`src/hdl/scrtok_pkg.sv`:
```
`timescale 1ns / 1ps
// ----------------------------------------------------------------------------
// Script tokenizer package
// Shared widths, character codes, token kinds, lexer modes and helpers.
// ----------------------------------------------------------------------------
package scrtok_pkg;

    // Internal position width and width of the token fields on the port
    localparam int POS_BITS = 16;
    localparam int TOKEN_W  = 16;

    localparam logic [POS_BITS-1:0] POS_MAX = {POS_BITS{1'b1}};

    // Character codes
    localparam logic [7:0] CH_HASH   = 8'h23;
    localparam logic [7:0] CH_QUOTE  = 8'h22;
    localparam logic [7:0] CH_COLON  = 8'h3A;
    localparam logic [7:0] CH_MINUS  = 8'h2D;
    localparam logic [7:0] CH_DOT    = 8'h2E;
    localparam logic [7:0] CH_LBRACK = 8'h5B;
    localparam logic [7:0] CH_RBRACK = 8'h5D;
    localparam logic [7:0] CH_LPAREN = 8'h28;
    localparam logic [7:0] CH_RPAREN = 8'h29;
    localparam logic [7:0] CH_TAB    = 8'h09;
    localparam logic [7:0] CH_NL     = 8'h0A;
    localparam logic [7:0] CH_SPACE  = 8'h20;
    localparam logic [7:0] CH_ZERO   = 8'h30;
    localparam logic [7:0] CH_NINE   = 8'h39;

    // Token kinds
    localparam logic [1:0] KIND_NUMBER   = 2'd0;
    localparam logic [1:0] KIND_SYMBOL   = 2'd1;
    localparam logic [1:0] KIND_STRING   = 2'd2;
    localparam logic [1:0] KIND_VARIABLE = 2'd3;

    // Lexer modes
    typedef enum logic [4:0] {
        MODE_SPACE   = 5'b00001,
        MODE_COMMENT = 5'b00010,
        MODE_STRING  = 5'b00100,
        MODE_NUMBER  = 5'b01000,
        MODE_SYMBOL  = 5'b10000
    } mode_t;

    // Token descriptor
    typedef struct packed {
        logic [1:0]         kind;
        logic [TOKEN_W-1:0] start;
        logic [TOKEN_W-1:0] length;
    } token_t;

    // Increment a position, holding at the top value
    function automatic logic [POS_BITS-1:0] sat_inc(input logic [POS_BITS-1:0] v);
        return (v == POS_MAX) ? v : v + 1'b1;
    endfunction

    // Digit or decimal point
    function automatic logic is_num_char(input logic [7:0] c);
        return ((c >= CH_ZERO) && (c <= CH_NINE)) || (c == CH_DOT);
    endfunction

endpackage

```
`src/hdl/scrtok_lexer.sv`:
```
`timescale 1ns / 1ps
// ----------------------------------------------------------------------------
// Script tokenizer lexer core
// Holds mode, position and pending token start; classifies each byte and
// produces a token descriptor in the cycle the closing byte is taken.
// ----------------------------------------------------------------------------
module scrtok_lexer
    import scrtok_pkg::*;
(
    input  logic       clk,
    input  logic       rst_n,
    input  logic       accept,
    input  logic [7:0] ch,
    input  logic       start_of_text,
    output logic       tok_valid,
    output token_t     tok
);

    mode_t               mode_reg, mode_next, mode_cur;
    logic [POS_BITS-1:0] pos_reg, pos_cur;
    logic [POS_BITS-1:0] pstart_reg, pstart_next, pstart_cur;
    logic                minus_reg, minus_next, minus_cur;
    logic [7:0]          c;
    logic                closer;
    logic                emit;
    logic [1:0]          kind;
    logic [POS_BITS-1:0] diff;
    logic [POS_BITS-1:0] len;

    // Fold bracket, tab and newline bytes into spaces
    always_comb
    begin
        if ((ch == CH_LBRACK) || (ch == CH_LPAREN) || (ch == CH_RBRACK) ||
            (ch == CH_RPAREN) || (ch == CH_TAB) || (ch == CH_NL))
            c = CH_SPACE;
        else
            c = ch;
    end

    // Drop the old text state on start of text
    always_comb
    begin
        mode_cur   = start_of_text ? MODE_SPACE : mode_reg;
        pos_cur    = start_of_text ? '0 : pos_reg;
        pstart_cur = start_of_text ? '0 : pstart_reg;
        minus_cur  = start_of_text ? 1'b0 : minus_reg;
    end

    assign closer = (c == CH_COLON) || (c == CH_HASH) || (c == CH_SPACE);
    assign diff   = pos_cur - pstart_cur;

    // Mode transition and token close
    always_comb
    begin
        mode_next   = mode_cur;
        pstart_next = pstart_cur;
        minus_next  = minus_cur;
        emit        = 1'b0;
        kind        = KIND_NUMBER;
        len         = '0;
        unique case (mode_cur) inside
            MODE_SPACE:
            begin
                if (c == CH_SPACE)
                begin
                    mode_next = MODE_SPACE;
                end
                else if (c == CH_HASH)
                begin
                    mode_next = MODE_COMMENT;
                end
                else if (c == CH_QUOTE)
                begin
                    mode_next   = MODE_STRING;
                    pstart_next = sat_inc(pos_cur);
                end
                else if (is_num_char(c) || (c == CH_MINUS))
                begin
                    mode_next   = MODE_NUMBER;
                    pstart_next = pos_cur;
                    minus_next  = (c == CH_MINUS);
                end
                else
                begin
                    mode_next   = MODE_SYMBOL;
                    pstart_next = pos_cur;
                end
            end
            MODE_COMMENT:
            begin
                if (ch == CH_NL)
                    mode_next = MODE_SPACE;
            end
            MODE_STRING:
            begin
                if (c == CH_QUOTE)
                begin
                    emit      = 1'b1;
                    kind      = KIND_STRING;
                    len       = (pos_cur >= pstart_cur) ? diff : '0;
                    mode_next = MODE_SPACE;
                end
            end
            MODE_NUMBER, MODE_SYMBOL:
            begin
                kind = (mode_cur == MODE_NUMBER) ? KIND_NUMBER : KIND_SYMBOL;
                if ((mode_cur == MODE_NUMBER) && !closer && !is_num_char(c))
                begin
                    mode_next = MODE_SYMBOL;
                    kind      = KIND_SYMBOL;
                end
                if (closer)
                begin
                    if (c == CH_COLON)
                        kind = KIND_VARIABLE;
                    if (pos_cur != pstart_cur)
                    begin
                        len = (pos_cur > pstart_cur) ? diff : '0;
                        // a lone minus sign is a symbol
                        if ((kind == KIND_NUMBER) && (len == POS_BITS'(1)) && minus_cur)
                            kind = KIND_SYMBOL;
                        emit = 1'b1;
                    end
                    mode_next = (c == CH_HASH) ? MODE_COMMENT : MODE_SPACE;
                end
            end
            default:
            begin
                mode_next = MODE_SPACE;
            end
        endcase
    end

    // Advance lexer state on each accepted item
    always_ff @(posedge clk or negedge rst_n)
    begin
        if (!rst_n)
        begin
            mode_reg   <= MODE_SPACE;
            pos_reg    <= '0;
            pstart_reg <= '0;
            minus_reg  <= 1'b0;
        end
        else if (accept)
        begin
            mode_reg   <= mode_next;
            pos_reg    <= sat_inc(pos_cur);
            pstart_reg <= pstart_next;
            minus_reg  <= minus_next;
        end
    end

    // Present the closed token
    assign tok_valid  = accept && emit;
    assign tok.kind   = kind;
    assign tok.start  = TOKEN_W'(pstart_cur);
    assign tok.length = TOKEN_W'(len);

    // A closed string always returns to space mode
    a_string_to_space: assert property (@(posedge clk) disable iff (!rst_n)
        (tok_valid && (tok.kind == KIND_STRING)) |=> (mode_reg == MODE_SPACE))
        else $error("string close did not return to space mode");

    // Every accepted byte leaves a non-zero position behind it
    a_pos_advances: assert property (@(posedge clk) disable iff (!rst_n)
        accept |=> (pos_reg != '0))
        else $error("position did not advance");

    // Position holds without an accepted byte
    a_pos_holds: assert property (@(posedge clk) disable iff (!rst_n)
        !accept |=> $stable(pos_reg))
        else $error("position moved without an item");

endmodule

```
`config.mk`:
```
export PLATFORM = sky130hd
export DESIGN_NAME = scrtok_lexer
export DESIGN_NICKNAME = d
export VERILOG_FILES = /design/src/hdl/scrtok_pkg.sv /design/src/hdl/scrtok_lexer.sv
export SDC_FILE = /design/constraint.sdc
export NUM_CORES = 1
export LEC_CHECK = 0
export ABC_AREA = 1
export BUFFER_PORTS_ARGS = -buffer_cell sky130_fd_sc_hd__buf_2
export CORE_ASPECT_RATIO = 0.75
export CORE_MARGIN = 10
export CORE_UTILIZATION = 30
export DETAILED_ROUTE_END_ITERATION = 10
export SLEW_MARGIN = 20
export SYNTH_ARGS = -nofsm -noshare
export SYNTH_HDL_FRONTEND = slang
export SYNTH_SLANG_ARGS = --single-unit
```
`constraint.sdc`:
```
create_clock -name clk -period 3.7 [get_ports clk]
set_input_delay 0.185 -clock clk [delete_from_list [all_inputs] [get_ports clk]]
set_output_delay 0.185 -clock clk [all_outputs]
set_load 0.02 [all_outputs]
```
==> metrics <==
layout cell share with drive strength beyond 1 16.71%; Peak supply drop 0.1697 mV; P&R area growth vs syn 12.33%; synthesis-stage register bit count 38; Routed WL per cell 14.67 µm; TritonCTS buffer count 5; clk slew on worst S/H paths 60 ps; post-synthesis cell area 4210 µm²; max cap viols 0; number of I/O pins 47; fin. max-slew vios 0; Detail Route met2 WL 5123 µm; met1 wire length 6828 µm; first-pass GRT wire length 21650 µm; Max Root-Sink Buffers 2; final cell count without fillers 893; average cell area after synthesis 6.256 µm²; Setup TNS Final 0 ps; antenna violations before repair 0; met3 routed wirelength 999 µm; area of the die 19220 µm²; Antenna Cells 0; period utilization 87.85%; post-route cell area 4730 µm²; Initial Util 30.62%; GP Congestion 0.9365; HP Class input port to asynchronous set/reset pin; CP endpoint kind output pin; FMAX 307.7 MHz; largest net degree at the start of global routing 49; IO Port Bufs 46; P per Cell Area 290.2 nW/µm²; Clock Latency Late Sink 280 ps; Netlist cell types 53; Cell Area, Placed 4582 µm²; vias per cell 4.831; DR vias 4314; RSZ-0062 raised after global routing no; simple-gate portion of the synthesized area 41.34%; final net count 747; Detail Route Antenna Nets 0; leakage power 0.002447 µW; largest fanout on the critical path 4; Worst Hold Slack 41.63 ps; hold buffers post-CTS 0; final hold violations 0; Std-Cell Rows 37; status finished clean; instance count of the mapped netlist 673; Top Metal Used met4; number of remaining DRC errors 0; Worst Clk Skew 3.977 ps; Arr. time, crit path 3070 ps; minimum clock period 3250 ps; Core Area 13750 µm²; DRT Wirelength 13100 µm; post-DP HPWL 10600 µm; Setup Viol. Count Final 0; Worst EP required 3510 ps; Synth Area in XOR/XNOR 1.664%; Worst R2R End pstart_reg[7]$_DFFE_PN0P_; Iter 0 DRT Violations 496; total gr overflow 0; largest family of logic cells by synthesized area simple AND/OR/NAND/NOR gates; Ys Warns 0; GR Util All Layers 13.85%; setup slack, reg-to-reg 1060 ps; Clock Sinks 38; Reg2Reg Depth 13; FF-to-FF Start pos_reg[1]$_DFFE_PN0P_; die width 156.8 µm; slew at the pin with the worst max-slew slack 995.4 ps; Primary FF master, synth dfrtp_1; CTS tree yes; post-synthesis async set-or-reset flop share 100.0%; # H-tree levels 2; Initial DRT Pass Iterations 5; Placed Cells 885; CTS Root Cell clkbuf_16; DIE HEIGHT 122.6 µm; multiplexer share of the synthesized area 0%; Util after Layout 34.40%; # resized after CTS 0; compound-cell area share of the yosys netlist 15.01%; type of origin of the critical path flop; Syn Nets 703; crit path kind flop to output pin; Setup Buffers After CTS 0; number of flops mapped to enable cells by yosys 0; Adder-Cell Fraction of Synth Area 5.527%; sequential area share after synthesis 22.62%; number of global-route vias before repair 4043; Slew headroom 33.57%
==> final cells by class <==
cell class,count,area [µm²]
well taps,175,219.0
flip-flops and latches,38,952.2
inverters,112,430.4
repair buffers,56,305.3
fillers,1474,9020
clock buffers,7,142.6
clock inverters,1,5.005
multi-input cells,504,2675
==> synth_stat cells (2+ instances only) <==
master	number	area share, %
a21oi_1	38	4.5
a22oi_1	3	0.53
a31oi_1	2	0.30
a41oi_1	3	0.62
buf_6	8	2.1
clkbuf_1	8	0.71
dfrtp_1	37	22
ha_1	17	5.1
inv_1	103	9.2
inv_2	6	0.53
inv_4	2	0.30
nand2_1	169	15
nand2_2	10	1.5
nand2_4	2	0.53
nand3_1	37	4.4
nand3_2	3	0.71
nand3b_1	5	0.89
nand4_1	10	1.5
nor2_1	89	7.9
nor2_2	8	1.2
nor2_4	15	4.0
nor3_1	7	0.83
nor4_1	2	0.30
o211ai_1	3	0.53
o21ai_0	36	4.3
o21ai_1	13	1.5
o21bai_1	3	0.53
or2_0	2	0.30
or2_1	2	0.30
xnor2_1	3	0.62
xor2_1	5	1.0
==> layer usage <==
metal | vias to the layer above | GRT usage (%)
met5 | - | 0
met4 | 0 | 2.824
met3 | 11 | 2.517
met2 | 156 | 19.35
met1 | 1912 | 21.32
li1 | 2235 | -
==> logic make-up (layout without fill, tap and decap cells) <==
kind of cell,Yosys count,after routing
fa+ha+maj,18,18
buf+inv,131,176
flops,38,38
simple gates,367,367
xor+xnor,8,8
compound gates,111,111
==> worst max-delay path, cell delays in order, from the launching register on <==
cell and delay, ps:
dfrtp_1 400, nand2_1 170, inv_1 80, ha_1 340, inv_1 80, o21bai_1 240
a21oi_1 130, nand2_1 140, nand2_1 100, o21ai_0 200, xnor2_1 240, nand4_1 230
a21oi_1 240, buf_2 200
==> stage by stage <==
step                      setup WS, ps  total power (µW)
after floorplan                  623.3             811.1
after global placement           472.8             941.5
after detailed placement         444.7             935.8
after CTS                        426.3              1378
after global routing             77.25              1461
final                            449.6              1373
==> cell usage in the layout (no fill, tap or decap), types with 6 or more instances in the layout <==
| cell | instances |
|---|---|
| inv_1 | 103 |
| inv_2 | 6 |
| nor3_1 | 7 |
| nand2_2 | 10 |
| o21ai_1 | 13 |
| nor2_4 | 15 |
| buf_4 | 10 |
| a21oi_1 | 38 |
| nand4_1 | 10 |
| nand3_1 | 37 |
| o21ai_0 | 36 |
| ha_1 | 17 |
| dfrtp_1 | 37 |
| nand2_1 | 169 |
| nor2_2 | 8 |
| buf_2 | 46 |
| nor2_1 | 89 |
==> worst max path at each step <==
stage                      startpoint  slack [ps]  cells past startpoint  endpoint
5_1_grt        pos_reg[0]$_DFFE_PN0P_          80                     17   tok[32]
6_report       pos_reg[4]$_DFFE_PN0P_         450                     13   tok[32]
4_1_cts        pos_reg[0]$_DFFE_PN0P_         430                     17    tok[2]
3_5_place_dp            start_of_text         440                     19   tok[32]
2_1_floorplan           start_of_text         620                     18   tok[32]
3_3_place_gp            start_of_text         470                     19   tok[32]
==> power by group <==
part           switching [µW]  leakage (µW)  internal, µW
clock network             170     0.0000739           267
logic                     339       0.00188           136
registers                13.4      0.000494           447
No activity file was read; power rests on OpenSTA's default activity.
