`src/hdl/scrtok_pkg.sv`:
```
`timescale 1ns / 1ps
// ----------------------------------------------------------------------------
// Script tokenizer package
// Shared widths, character codes, token kinds, lexer modes and helpers.
// ----------------------------------------------------------------------------
package scrtok_pkg;

    // Internal position width and width of the token fields on the port
    localparam int POS_BITS = 16;
    localparam int TOKEN_W  = 16;

    localparam logic [POS_BITS-1:0] POS_MAX = {POS_BITS{1'b1}};

    // Character codes
    localparam logic [7:0] CH_HASH   = 8'h23;
    localparam logic [7:0] CH_QUOTE  = 8'h22;
    localparam logic [7:0] CH_COLON  = 8'h3A;
    localparam logic [7:0] CH_MINUS  = 8'h2D;
    localparam logic [7:0] CH_DOT    = 8'h2E;
    localparam logic [7:0] CH_LBRACK = 8'h5B;
    localparam logic [7:0] CH_RBRACK = 8'h5D;
    localparam logic [7:0] CH_LPAREN = 8'h28;
    localparam logic [7:0] CH_RPAREN = 8'h29;
    localparam logic [7:0] CH_TAB    = 8'h09;
    localparam logic [7:0] CH_NL     = 8'h0A;
    localparam logic [7:0] CH_SPACE  = 8'h20;
    localparam logic [7:0] CH_ZERO   = 8'h30;
    localparam logic [7:0] CH_NINE   = 8'h39;

    // Token kinds
    localparam logic [1:0] KIND_NUMBER   = 2'd0;
    localparam logic [1:0] KIND_SYMBOL   = 2'd1;
    localparam logic [1:0] KIND_STRING   = 2'd2;
    localparam logic [1:0] KIND_VARIABLE = 2'd3;

    // Lexer modes
    typedef enum logic [4:0] {
        MODE_SPACE   = 5'b00001,
        MODE_COMMENT = 5'b00010,
        MODE_STRING  = 5'b00100,
        MODE_NUMBER  = 5'b01000,
        MODE_SYMBOL  = 5'b10000
    } mode_t;

    // Token descriptor
    typedef struct packed {
        logic [1:0]         kind;
        logic [TOKEN_W-1:0] start;
        logic [TOKEN_W-1:0] length;
    } token_t;

    // Increment a position, holding at the top value
    function automatic logic [POS_BITS-1:0] sat_inc(input logic [POS_BITS-1:0] v);
        return (v == POS_MAX) ? v : v + 1'b1;
    endfunction

    // Digit or decimal point
    function automatic logic is_num_char(input logic [7:0] c);
        return ((c >= CH_ZERO) && (c <= CH_NINE)) || (c == CH_DOT);
    endfunction

endpackage

```
`src/hdl/scrtok_out_buf.sv`:
```
`timescale 1ns / 1ps
// ----------------------------------------------------------------------------
// Script tokenizer output buffer
// Output register plus one skid entry so the input side keeps flowing
// while a token waits to be taken.
// ----------------------------------------------------------------------------
module scrtok_out_buf
    import scrtok_pkg::*;
(
    input  logic   clk,
    input  logic   rst_n,
    input  logic   push,
    input  token_t push_tok,
    output logic   in_ready,
    output logic   out_valid,
    input  logic   out_ready,
    output token_t out_tok
);

    logic   out_valid_reg, out_valid_next;
    logic   skid_valid_reg, skid_valid_next;
    token_t out_tok_reg, out_tok_next;
    token_t skid_tok_reg, skid_tok_next;
    logic   take;

    assign take = out_valid_reg && out_ready;

    // Route pushed tokens to the output register or the skid entry
    always_comb
    begin
        out_valid_next  = out_valid_reg;
        skid_valid_next = skid_valid_reg;
        out_tok_next    = out_tok_reg;
        skid_tok_next   = skid_tok_reg;
        if (take)
        begin
            out_valid_next = skid_valid_reg;
            out_tok_next   = skid_tok_reg;
            skid_valid_next = 1'b0;
        end
        if (push)
        begin
            if (!out_valid_reg || take)
            begin
                out_valid_next = 1'b1;
                out_tok_next   = push_tok;
            end
            else
            begin
                skid_valid_next = 1'b1;
                skid_tok_next   = push_tok;
            end
        end
    end

    // Hold control state
    always_ff @(posedge clk or negedge rst_n)
    begin
        if (!rst_n)
        begin
            out_valid_reg  <= 1'b0;
            skid_valid_reg <= 1'b0;
        end
        else
        begin
            out_valid_reg  <= out_valid_next;
            skid_valid_reg <= skid_valid_next;
        end
    end

    // Hold payload
    always_ff @(posedge clk)
    begin
        out_tok_reg  <= out_tok_next;
        skid_tok_reg <= skid_tok_next;
    end

    assign in_ready  = !skid_valid_reg;
    assign out_valid = out_valid_reg;
    assign out_tok   = out_tok_reg;

    // The skid entry is only used behind a full output register
    a_skid_behind_out: assert property (@(posedge clk) disable iff (!rst_n)
        skid_valid_reg |-> out_valid_reg)
        else $error("skid entry valid with empty output register");

    // No push while the skid entry is occupied
    a_no_push_when_full: assert property (@(posedge clk) disable iff (!rst_n)
        skid_valid_reg |-> !push)
        else $error("token pushed into a full buffer");

    // A taken token with nothing behind it empties the output
    a_drain: assert property (@(posedge clk) disable iff (!rst_n)
        (take && !skid_valid_reg && !push) |=> !out_valid_reg)
        else $error("output stayed valid after drain");

endmodule

```
`config.mk`:
```
export PLATFORM = sky130hd
export DESIGN_NAME = scrtok_out_buf
export DESIGN_NICKNAME = d
export VERILOG_FILES = /design/src/hdl/scrtok_pkg.sv /design/src/hdl/scrtok_out_buf.sv
export SDC_FILE = /design/constraint.sdc
export NUM_CORES = 1
export LEC_CHECK = 0
export ABC_AREA = 1
export BUFFER_PORTS_ARGS = -buffer_cell sky130_fd_sc_hd__buf_2
export CORE_MARGIN = 1
export CORE_UTILIZATION = 36
export DETAILED_ROUTE_END_ITERATION = 10
export GPL_ROUTABILITY_DRIVEN = 0
export PLACE_DENSITY = 0.55
export RECOVER_POWER = 25
export SLEW_MARGIN = 25
export SYNTH_ARGS = -nofsm -noshare
export SYNTH_HDL_FRONTEND = slang
export SYNTH_SLANG_ARGS = --single-unit
export TNS_END_PERCENT = 5
```
`constraint.sdc`:
```
create_clock -name clk -period 7.1 [get_ports clk]
set_input_delay 0.71 -clock clk [delete_from_list [all_inputs] [get_ports clk]]
set_output_delay 0.71 -clock clk [all_outputs]
set_load 0.03 [all_outputs]
```
==> results.yml, run 1 <==
worst_setup_path:
  crit_start: "out_ready"
  worst_path_largest_cell_delay_ps: 640
  cp.required_ps: 7320
  setup.worst_path.class: "in -> reg"
  startpoint_type: "primary input"
  r2r-start: "out_valid"
  endpoint_kind: "flip-flop"
  crit_arrival_ps: 2870
  cp_max_fo: 38
  critPathSlowestCell: "nand2_2"
  crit_chain: "buf_2 > inv_2 > nand2_2 > nand2_2 > nand2_1 > nand2_1"
routing:
  m1WireLength_mm: 3.03
  top_layer_used: "met4"
  wl_met3_um: 321
  vias_per_cell: 4.58
  drtAntennaViolNets: 0
  vias: 2170
  first_pass_iters: 4
  wl_met2_mm: 2.68
  drt_iter0_drc: 120
  wl_mm: 6.07
  drc_errors: 0
  wl_per_cell_um: 12.8
synthesis:
  synth.avg_cell_area_um2: 9.18
  synthTopCellsByArea: "edfxtp_1, dfxtp_1, nand2_1"
  ys_seq_area_share_pct: 62.2
  yosys_register_bits: 70
  syn_nets: 345
  async_reset_ff_share_pct: 2.86
  yosysWarnings: 0
  syn_inst: 307
  synthFlopType: "edfxtp_1"
  syn_area_mm2: 0.00282
  yosysTopAreaCellShare_pct: 36.2
  synth_cell_types: 15
  synth_largest_area_cell: "edfxtp_1"
  synth-edff-count: 34
grt:
  grt_usage_pct: 15.3
  grt_max_degree: 39
  grt_pass1_vias: 1947
  grt_pass1_wl_mm: 9.65
  overflow: 0
  antenna_found_initial: 0
cts:
  htree_levels: 3
  cts_setup_buffers: 0
  clk_pin_slew_ps: 60
  cts_tree: "done"
  clock-sinks: 70
  clk_path_buf_depth: 2
  hold_buffers: 0
  cts_resized: 0
  cts-root-buf: "clkbuf_8"
  cts_buffers: 9
  clkLatencyLatePin_ps: 340
die:
  start_util_pct: 38.0
  die_h_um: 90.5
  die_w_um: 90.5
  dieArea_mm2: 0.00818
  core_mm2: 0.00741
  io_pins: 74
  rows: 31
timing:
  fin_skew_ps: 11.0
  hold_viol_final: 0
  maxSlewViolCount: 0
  finalSetupViolCount: 0
  max_freq_mhz: 377
  slew-limit-headroom_pct: 37.7
  tns_ps: 0
  min_period_ps: 2650
  fin_hold_ws_ps: 162
  tightest_slew_ps: 932
  grt_setup_unrepaired: "no"
  period_share_pct: 37.3
  final.setup.worst_slack_ps: 4450
cells_and_area:
  stdcell_area_mm2: 0.00331
  syn_to_final_growth_pct: 17.5
  layout-drive-gt1-share_pct: 16.8
  num_antenna_cells: 0
  final_util_pct: 44.7
  finalNonFillerCells: 474
  nNetsFinal: 408
power:
  peakVddDrop_mv: 0.155
  p_per_area_mw_per_mm2: 288
  leakage_nw: 1.56
  power_mw: 0.953
placed_design:
  io_buffers: 73
  place_hpwl_mm: 3.62
  dp_worst_setup_slack_ps: 4120
  dpl.cell_count: 458
  postPlaceCellArea_mm2: 0.00317
flow_run:
  maxCapViolations: 0
min_path:
  hold_class: "in -> async"
outcome:
  outcome: "finished, final reports clean"
[metal layers]
metal,GRT usage [%],vias to the layer above
met5,0,-
met4,5.24,0
met3,5.72,2
met2,21.5,67
met1,21.5,966
li1,-,1135
[layout make-up]
class | count | area, um^2
multi-input cells | 210 | 900
fillers | 758 | 4100
clock inverters | 1 | 5.00
flip-flops and latches | 70 | 1750
inverters | 5 | 18.8
well taps | 99 | 124
repair buffers | 74 | 337
clock buffers | 15 | 176
[worst paths after layout]
path	end	cells after the start	slack, ps
max	out_tok[8]	6	4450
min	skid_valid_reg	1	160
max reg2reg	skid_tok_reg[7]	2	4970
min reg2reg	skid_valid_reg	2	500
max in group asynchronous	out_valid	1	6800
min in group clk	skid_valid_reg	2	500
[cells in the mapped netlist, types with 2 or more instances]
library cell and number:
buf_4 8, buf_6 4, edfxtp_1 34, dfxtp_1 34, inv_1 4, nand2_2 2
dfrtp_1 2, buf_2 10, nand3_1 69, nand2_1 135
[placed cells by master (no fill, tap or decap), drive strengths merged]
cell    count
dfxtp      34
o211ai      1
clkinv      1
edfxtp     34
dfrtp       2
nand2     138
buf        45
o21ai       1
nor2        1
clkbuf     44
nand3      69
inv         5
[cell families (layout without fill, tap and decap cells)]
group           after synthesis  count (layout)  synth area share [%]
compound gates                2               2                 0.444
buf+inv                      27              95                  6.17
flops                        70              70                  62.2
simple gates                208             208                  31.2
[worst max-delay path: cells and delay by family]
kind / cells / cell delay [ps]
and+or+nand+nor: 4 / 1530
buffers and inverters: 2 / 600
[report_power, final]
group	switching, mW	internal (mW)
logic	0.134	0.0511
registers	0.0159	0.463
clock network	0.134	0.156
No activity file was read; power rests on OpenSTA's default activity.
==> run 2: changes to the inputs <==
ABC_AREA = 0   (was 1)
PLACE_DENSITY = 0.57   (was 0.55)
clock period = 2.4 ns   (was 7.1 ns; I/O delays follow)
==> run 2 against run 1 <==
  * Clock power grew to 3.5 times the previous value
  * Power grew to 3.4 times the previous value
  * Design area is 8.8% higher
  * Non-clock buffer count is 10 higher
  * Sequential cell count stayed put
  * Critical endpoint is now skid_tok_reg[10]
  * Largest power group unchanged
  * Highest routed layer unchanged
==> results.yml, run 2 <==
outcome:
  outcome: "finished, final reports clean"
cells_and_area:
  syn_to_final_growth_pct: 19.5
  final_util_pct: 44.1
  finalNonFillerCells: 422
  nNetsFinal: 349
  fill_cells: 821
  layout-drive-gt1-share_pct: 26.9
  mostFrequentLayoutCells: "o22ai_1, buf_2, a21oi_1, clkbuf_1"
  final_common_cell: "o22ai_1"
synthesis:
  synth-edff-count: 34
  syn_nets: 277
  synthTopCellsByArea: "edfxtp_1, dfxtp_1, o22ai_1"
  synth.avg_cell_area_um2: 12.6
  yosysTopAreaCellShare_pct: 33.9
  syn_inst: 239
  synth_largest_area_cell: "edfxtp_1"
  ys_seq_area_share_pct: 58.1
  synthFlopType: "edfxtp_1"
  ys_top_cells_by_count: "o22ai_1, a21oi_1, dfxtp_1, edfxtp_1, mux2_1"
  synth_cell_types: 20
  async_reset_ff_share_pct: 2.86
  synth_most_common_cell: "o22ai_1"
  yosys_register_bits: 70
  syn_area_mm2: 0.00302
  yosysWarnings: 0
cts:
  cts-root-buf: "clkbuf_8"
  cts_tree: "done"
  clk_pin_slew_ps: 80
  clkLatencyLatePin_ps: 330
  cts_buffers: 9
  cts_resized: 0
  clk_path_buf_depth: 2
  clock-sinks: 70
  htree_levels: 3
worst_setup_path:
  r2r-start: "out_valid"
  setup.worst_path.class: "reg -> reg"
  worst_path_largest_cell_delay_ps: 360
  reg2reg_slack_ps: 810
  startpoint_type: "flip-flop"
  crit_arrival_ps: 1620
  critPathSlowestCell: "nor2_4"
  crit_start: "out_valid"
  rr_worst_depth: 4
  crit_chain: "buf_4 > nand2b_2 > nor2_4 > buf_12"
  rr_endpoint: "skid_tok_reg[10]"
  cp_max_fo: 22
  cp.required_ps: 2440
  endpoint_kind: "flip-flop"
timing:
  maxSlewViolCount: 0
  finalSetupViolCount: 0
  tns_ps: 0
  tightest_slew_ps: 444
  slew-limit-headroom_pct: 70.3
  grt_setup_unrepaired: "no"
  fin_skew_ps: 7.06
  max_freq_mhz: 630
  min_period_ps: 1590
  hold_viol_final: 0
  period_share_pct: 66.1
flow_run:
  maxCapViolations: 0
power:
  p_per_area_mw_per_mm2: 890
  leakage_nw: 1.30
  peakVddDrop_mv: 0.400
die:
  io_pins: 74
  rows: 33
  die_w_um: 93.5
  dieArea_mm2: 0.00875
  start_util_pct: 36.9
  die_h_um: 93.5
  core_mm2: 0.00818
routing:
  first_pass_iters: 4
  vias_per_cell: 5.46
  drtAntennaViolNets: 0
  vias: 2303
  wl_mm: 7.28
  wl_per_cell_um: 17.3
  drc_errors: 0
  drt_iter0_drc: 102
grt:
  grt_usage_pct: 17.5
  grt_max_degree: 37
  grt_pass1_vias: 2219
  antenna_found_initial: 0
  overflow: 0
  grt_pass1_wl_mm: 11.5
min_path:
  whs_endpoint: "skid_tok_reg[19]"
  worstHoldPathCells: 1
  worstHoldStart: "push_tok[19]"
  hold_class: "in -> reg"
placed_design:
  place_hpwl_mm: 4.54
  io_buffers: 73
  dpl.cell_count: 404
[run 2: cell count changes after synthesis, moves of 10 or more]
cell	change
a21oi_1	+36
mux2_1	+17
mux2_4	+10
nand2_1	-134
nand3_1	-69
o22ai_1	+66
[run 2: worst max-delay path, delay by kind of cell (launching register included)]
kind | cells | cell delay (ps)
buffers and inverters | 2 | 470
and+or+nand+nor | 2 | 470
DFF | 1 | 340
[run 2: worst max-delay path by stage]
stage,slack [ps],to,cells after the start
2_1_floorplan,180,skid_tok_reg[0],4
3_3_place_gp,830,skid_tok_reg[5],4
3_5_place_dp,810,skid_tok_reg[15],4
4_1_cts,800,skid_tok_reg[6],4
5_1_grt,710,out_tok[21],5
6_report,810,skid_tok_reg[10],4
[run 2: cells by family (layout without fill, tap and decap cells)]
kind of cell | Yosys count | in the layout | share of synthesized area (%)
buffers and inverters | 26 | 103 | 6.64
muxes | 34 | 34 | 13.9
AOI/OAI and AO/OA | 105 | 105 | 20.7
other | 0 | 1 | 0
and+or+nand+nor | 4 | 4 | 0.664
DFF | 70 | 70 | 58.1
[run 2: timing repair]
item	4_1_cts	5_1_grt
endpoints found under the hold margin	2	0
buffers inserted	0	0
hold buffers	1	0
[run 2: where the power goes]
part	switching, mW	internal [mW]
Clock	0.437	0.578
Sequential	0.0799	1.39
Combinational	0.459	0.264
[run 2: layer usage]
layer	vias up	part of all wire (%)	global-route usage, %
li1	1096	-	-
met1	1134	47	22.7
met2	62	46	28.2
met3	11	4.8	3.98
met4	0	1.6	6.67
met5	-	0	0
[run 2: area by class of cell]
cell class,count,area (um^2),area share [%]
antenna,1,2.50,0.0695
clock buffer,9,124,3.44
clock inverter,7,88.8,2.47
inverter,3,11.3,0.313
multi-input combinational,143,1070,29.8
sequential,70,1750,48.6
tap,105,131,3.65
timing repair buffer,84,419,11.6
[run 2: stage by stage]
step                      cell area [um^2]  total power, mW  setup WS, ps  hold slack (ps)
after floorplan                       3020             2.02           183            -55.6
after global placement                3420             2.21           831             37.5
after detailed placement              3420             2.23           806             37.7
after CTS                             3640             3.25           796             93.3
after global routing                  3600             3.35           712              133
final                                 3600             3.21           813              137
==> run 3: changes to the inputs <==
PLACE_DENSITY = 0.55   (was 0.57)
clock period = 1.55 ns   (was 2.4 ns; I/O delays follow)
==> run 3 against run 2 <==
  * Critical path depth shrank 2
  * Design area is essentially flat
  * Register-to-register slack got worse by 530 ps
  * Largest cell class unchanged
  * Non-clock buffer count grew 4
==> results.yml, run 3 (synthesis gave the netlist of run 2 again) <==
placed_design:
  dpl.cell_count: 408
  postPlaceCellArea_mm2: 0.00348
  place_hpwl_mm: 4.62
  io_buffers: 73
  dp_worst_setup_slack_ps: 229
timing:
  grt_setup_unrepaired: "no"
  finalSetupViolCount: 0
  hold_viol_final: 0
  maxSlewViolCount: 0
  min_period_ps: 1440
  final.setup.worst_slack_ps: 111
  period_share_pct: 92.9
  slew-limit-headroom_pct: 71.7
  tns_ps: 0
  max_freq_mhz: 695
  tightest_slew_ps: 424
  fin_skew_ps: 4.65
worst_setup_path:
  endpoint_kind: "primary output"
  rr_endpoint: "out_tok[31]"
  crit_arrival_ps: 1280
  rr_worst_depth: 4
  cp.required_ps: 1390
  reg2reg_slack_ps: 280
  crit_start: "out_valid"
  cp_max_fo: 20
  setup.worst_path.class: "reg -> out"
  r2r-start: "out_valid"
  startpoint_type: "flip-flop"
min_path:
  worstHoldPathCells: 1
  worstHoldStart: "push_tok[0]"
  whs_endpoint: "skid_tok_reg[0]"
  hold_class: "in -> reg"
cells_and_area:
  mostFrequentLayoutCells: "o22ai_1, clkbuf_1, buf_2, a21oi_1"
  layout-drive-gt1-share_pct: 27.6
  syn_to_final_growth_pct: 19.5
  finalNonFillerCells: 424
  num_antenna_cells: 0
  fill_cells: 785
  final_common_cell: "o22ai_1"
  stdcell_area_mm2: 0.00360
  nNetsFinal: 353
power:
  leakage_nw: 1.31
  p_per_area_mw_per_mm2: 1290
  p_sw_share_pct: 31.4
  switchingPower_mw: 1.46
  pwr-share-seq_pct: 48.9
  clockPowerShare_pct: 26.7
  power_mw: 4.65
  peakVddDrop_mv: 0.747
  p_int_mw: 3.19
  p_comb_share_pct: 24.4
die:
  die_w_um: 93.5
  core_mm2: 0.00818
  io_pins: 74
  dieArea_mm2: 0.00875
  rows: 33
  start_util_pct: 36.9
  die_h_um: 93.5
cts:
  clkLatencyLatePin_ps: 330
  clock-sinks: 70
  cts_tree: "done"
  cts_resized: 0
  cts_setup_buffers: 0
  hold_buffers: 1
  clk_path_buf_depth: 2
  cts-root-buf: "clkbuf_8"
  clk_pin_slew_ps: 60
  htree_levels: 3
  cts_buffers: 9
grt:
  grt_usage_pct: 17.7
  overflow: 0
  grt_pass1_wl_mm: 11.7
  antenna_found_initial: 0
  grt_pass1_vias: 2253
  grt_max_degree: 37
routing:
  drt_iter0_drc: 96
  drc_errors: 0
  first_pass_iters: 4
  vias_per_cell: 5.35
  drtAntennaViolNets: 0
  wl_mm: 7.30
  wl_per_cell_um: 17.2
  vias: 2268
outcome:
  outcome: "finished, final reports clean"
flow_run:
  maxCapViolations: 0
-- run 3: worst max-delay path: stages (launching register included) --
cell and delay [ps]:
dfrtp_2 410, buf_4 290, buf_2 250
-- run 3: power by group through the flow --
stage / sequential, mW / combinational, mW / clock, mW
floorplan: 2.61 / 0.518 / 0
global placement: 2.31 / 1.14 / 0
detailed placement: 2.32 / 1.15 / 0
CTS: 2.28 / 1.16 / 1.29
global route: 2.30 / 1.23 / 1.36
finish: 2.28 / 1.14 / 1.24
-- run 3: how the worst max path moves through the flow --
stage	to	slack [ps]
after floorplan	skid_tok_reg[0]	-180
after global placement	out_tok[19]	260
after detailed placement	out_tok[17]	230
after CTS	out_valid	100
after global routing	out_valid	60
final	out_valid	110
-- run 3: through the flow --
step | hold slack [ps] | util (%)
floorplan | -141 | -
global placement | -50.1 | 42.6
detailed placement | -46.2 | 42.6
CTS | 8.18 | 44.6
global route | 45.5 | 44.1
finish | 56.9 | 44.1
-- run 3: layout make-up --
cell class	instances	area [um^2]	share of cell area [%]
flip-flops and latches	70	1750	48.6
multi-input cells	143	1080	29.9
repair buffers	88	474	13.2
clock buffers	13	149	4.13
well taps	105	131	3.64
inverters	3	11.3	0.312
clock inverters	2	10.0	0.278
-- run 3: metal layers --
| layer | track usage, % | part of all wire (%) | vias up |
|---|---|---|---|
| met5 | 0 | 0 | - |
| met4 | 3.85 | 0.78 | 0 |
| met3 | 5.93 | 5.0 | 7 |
| met2 | 29.3 | 47 | 57 |
| met1 | 22.5 | 47 | 1104 |
| li1 | - | - | 1100 |
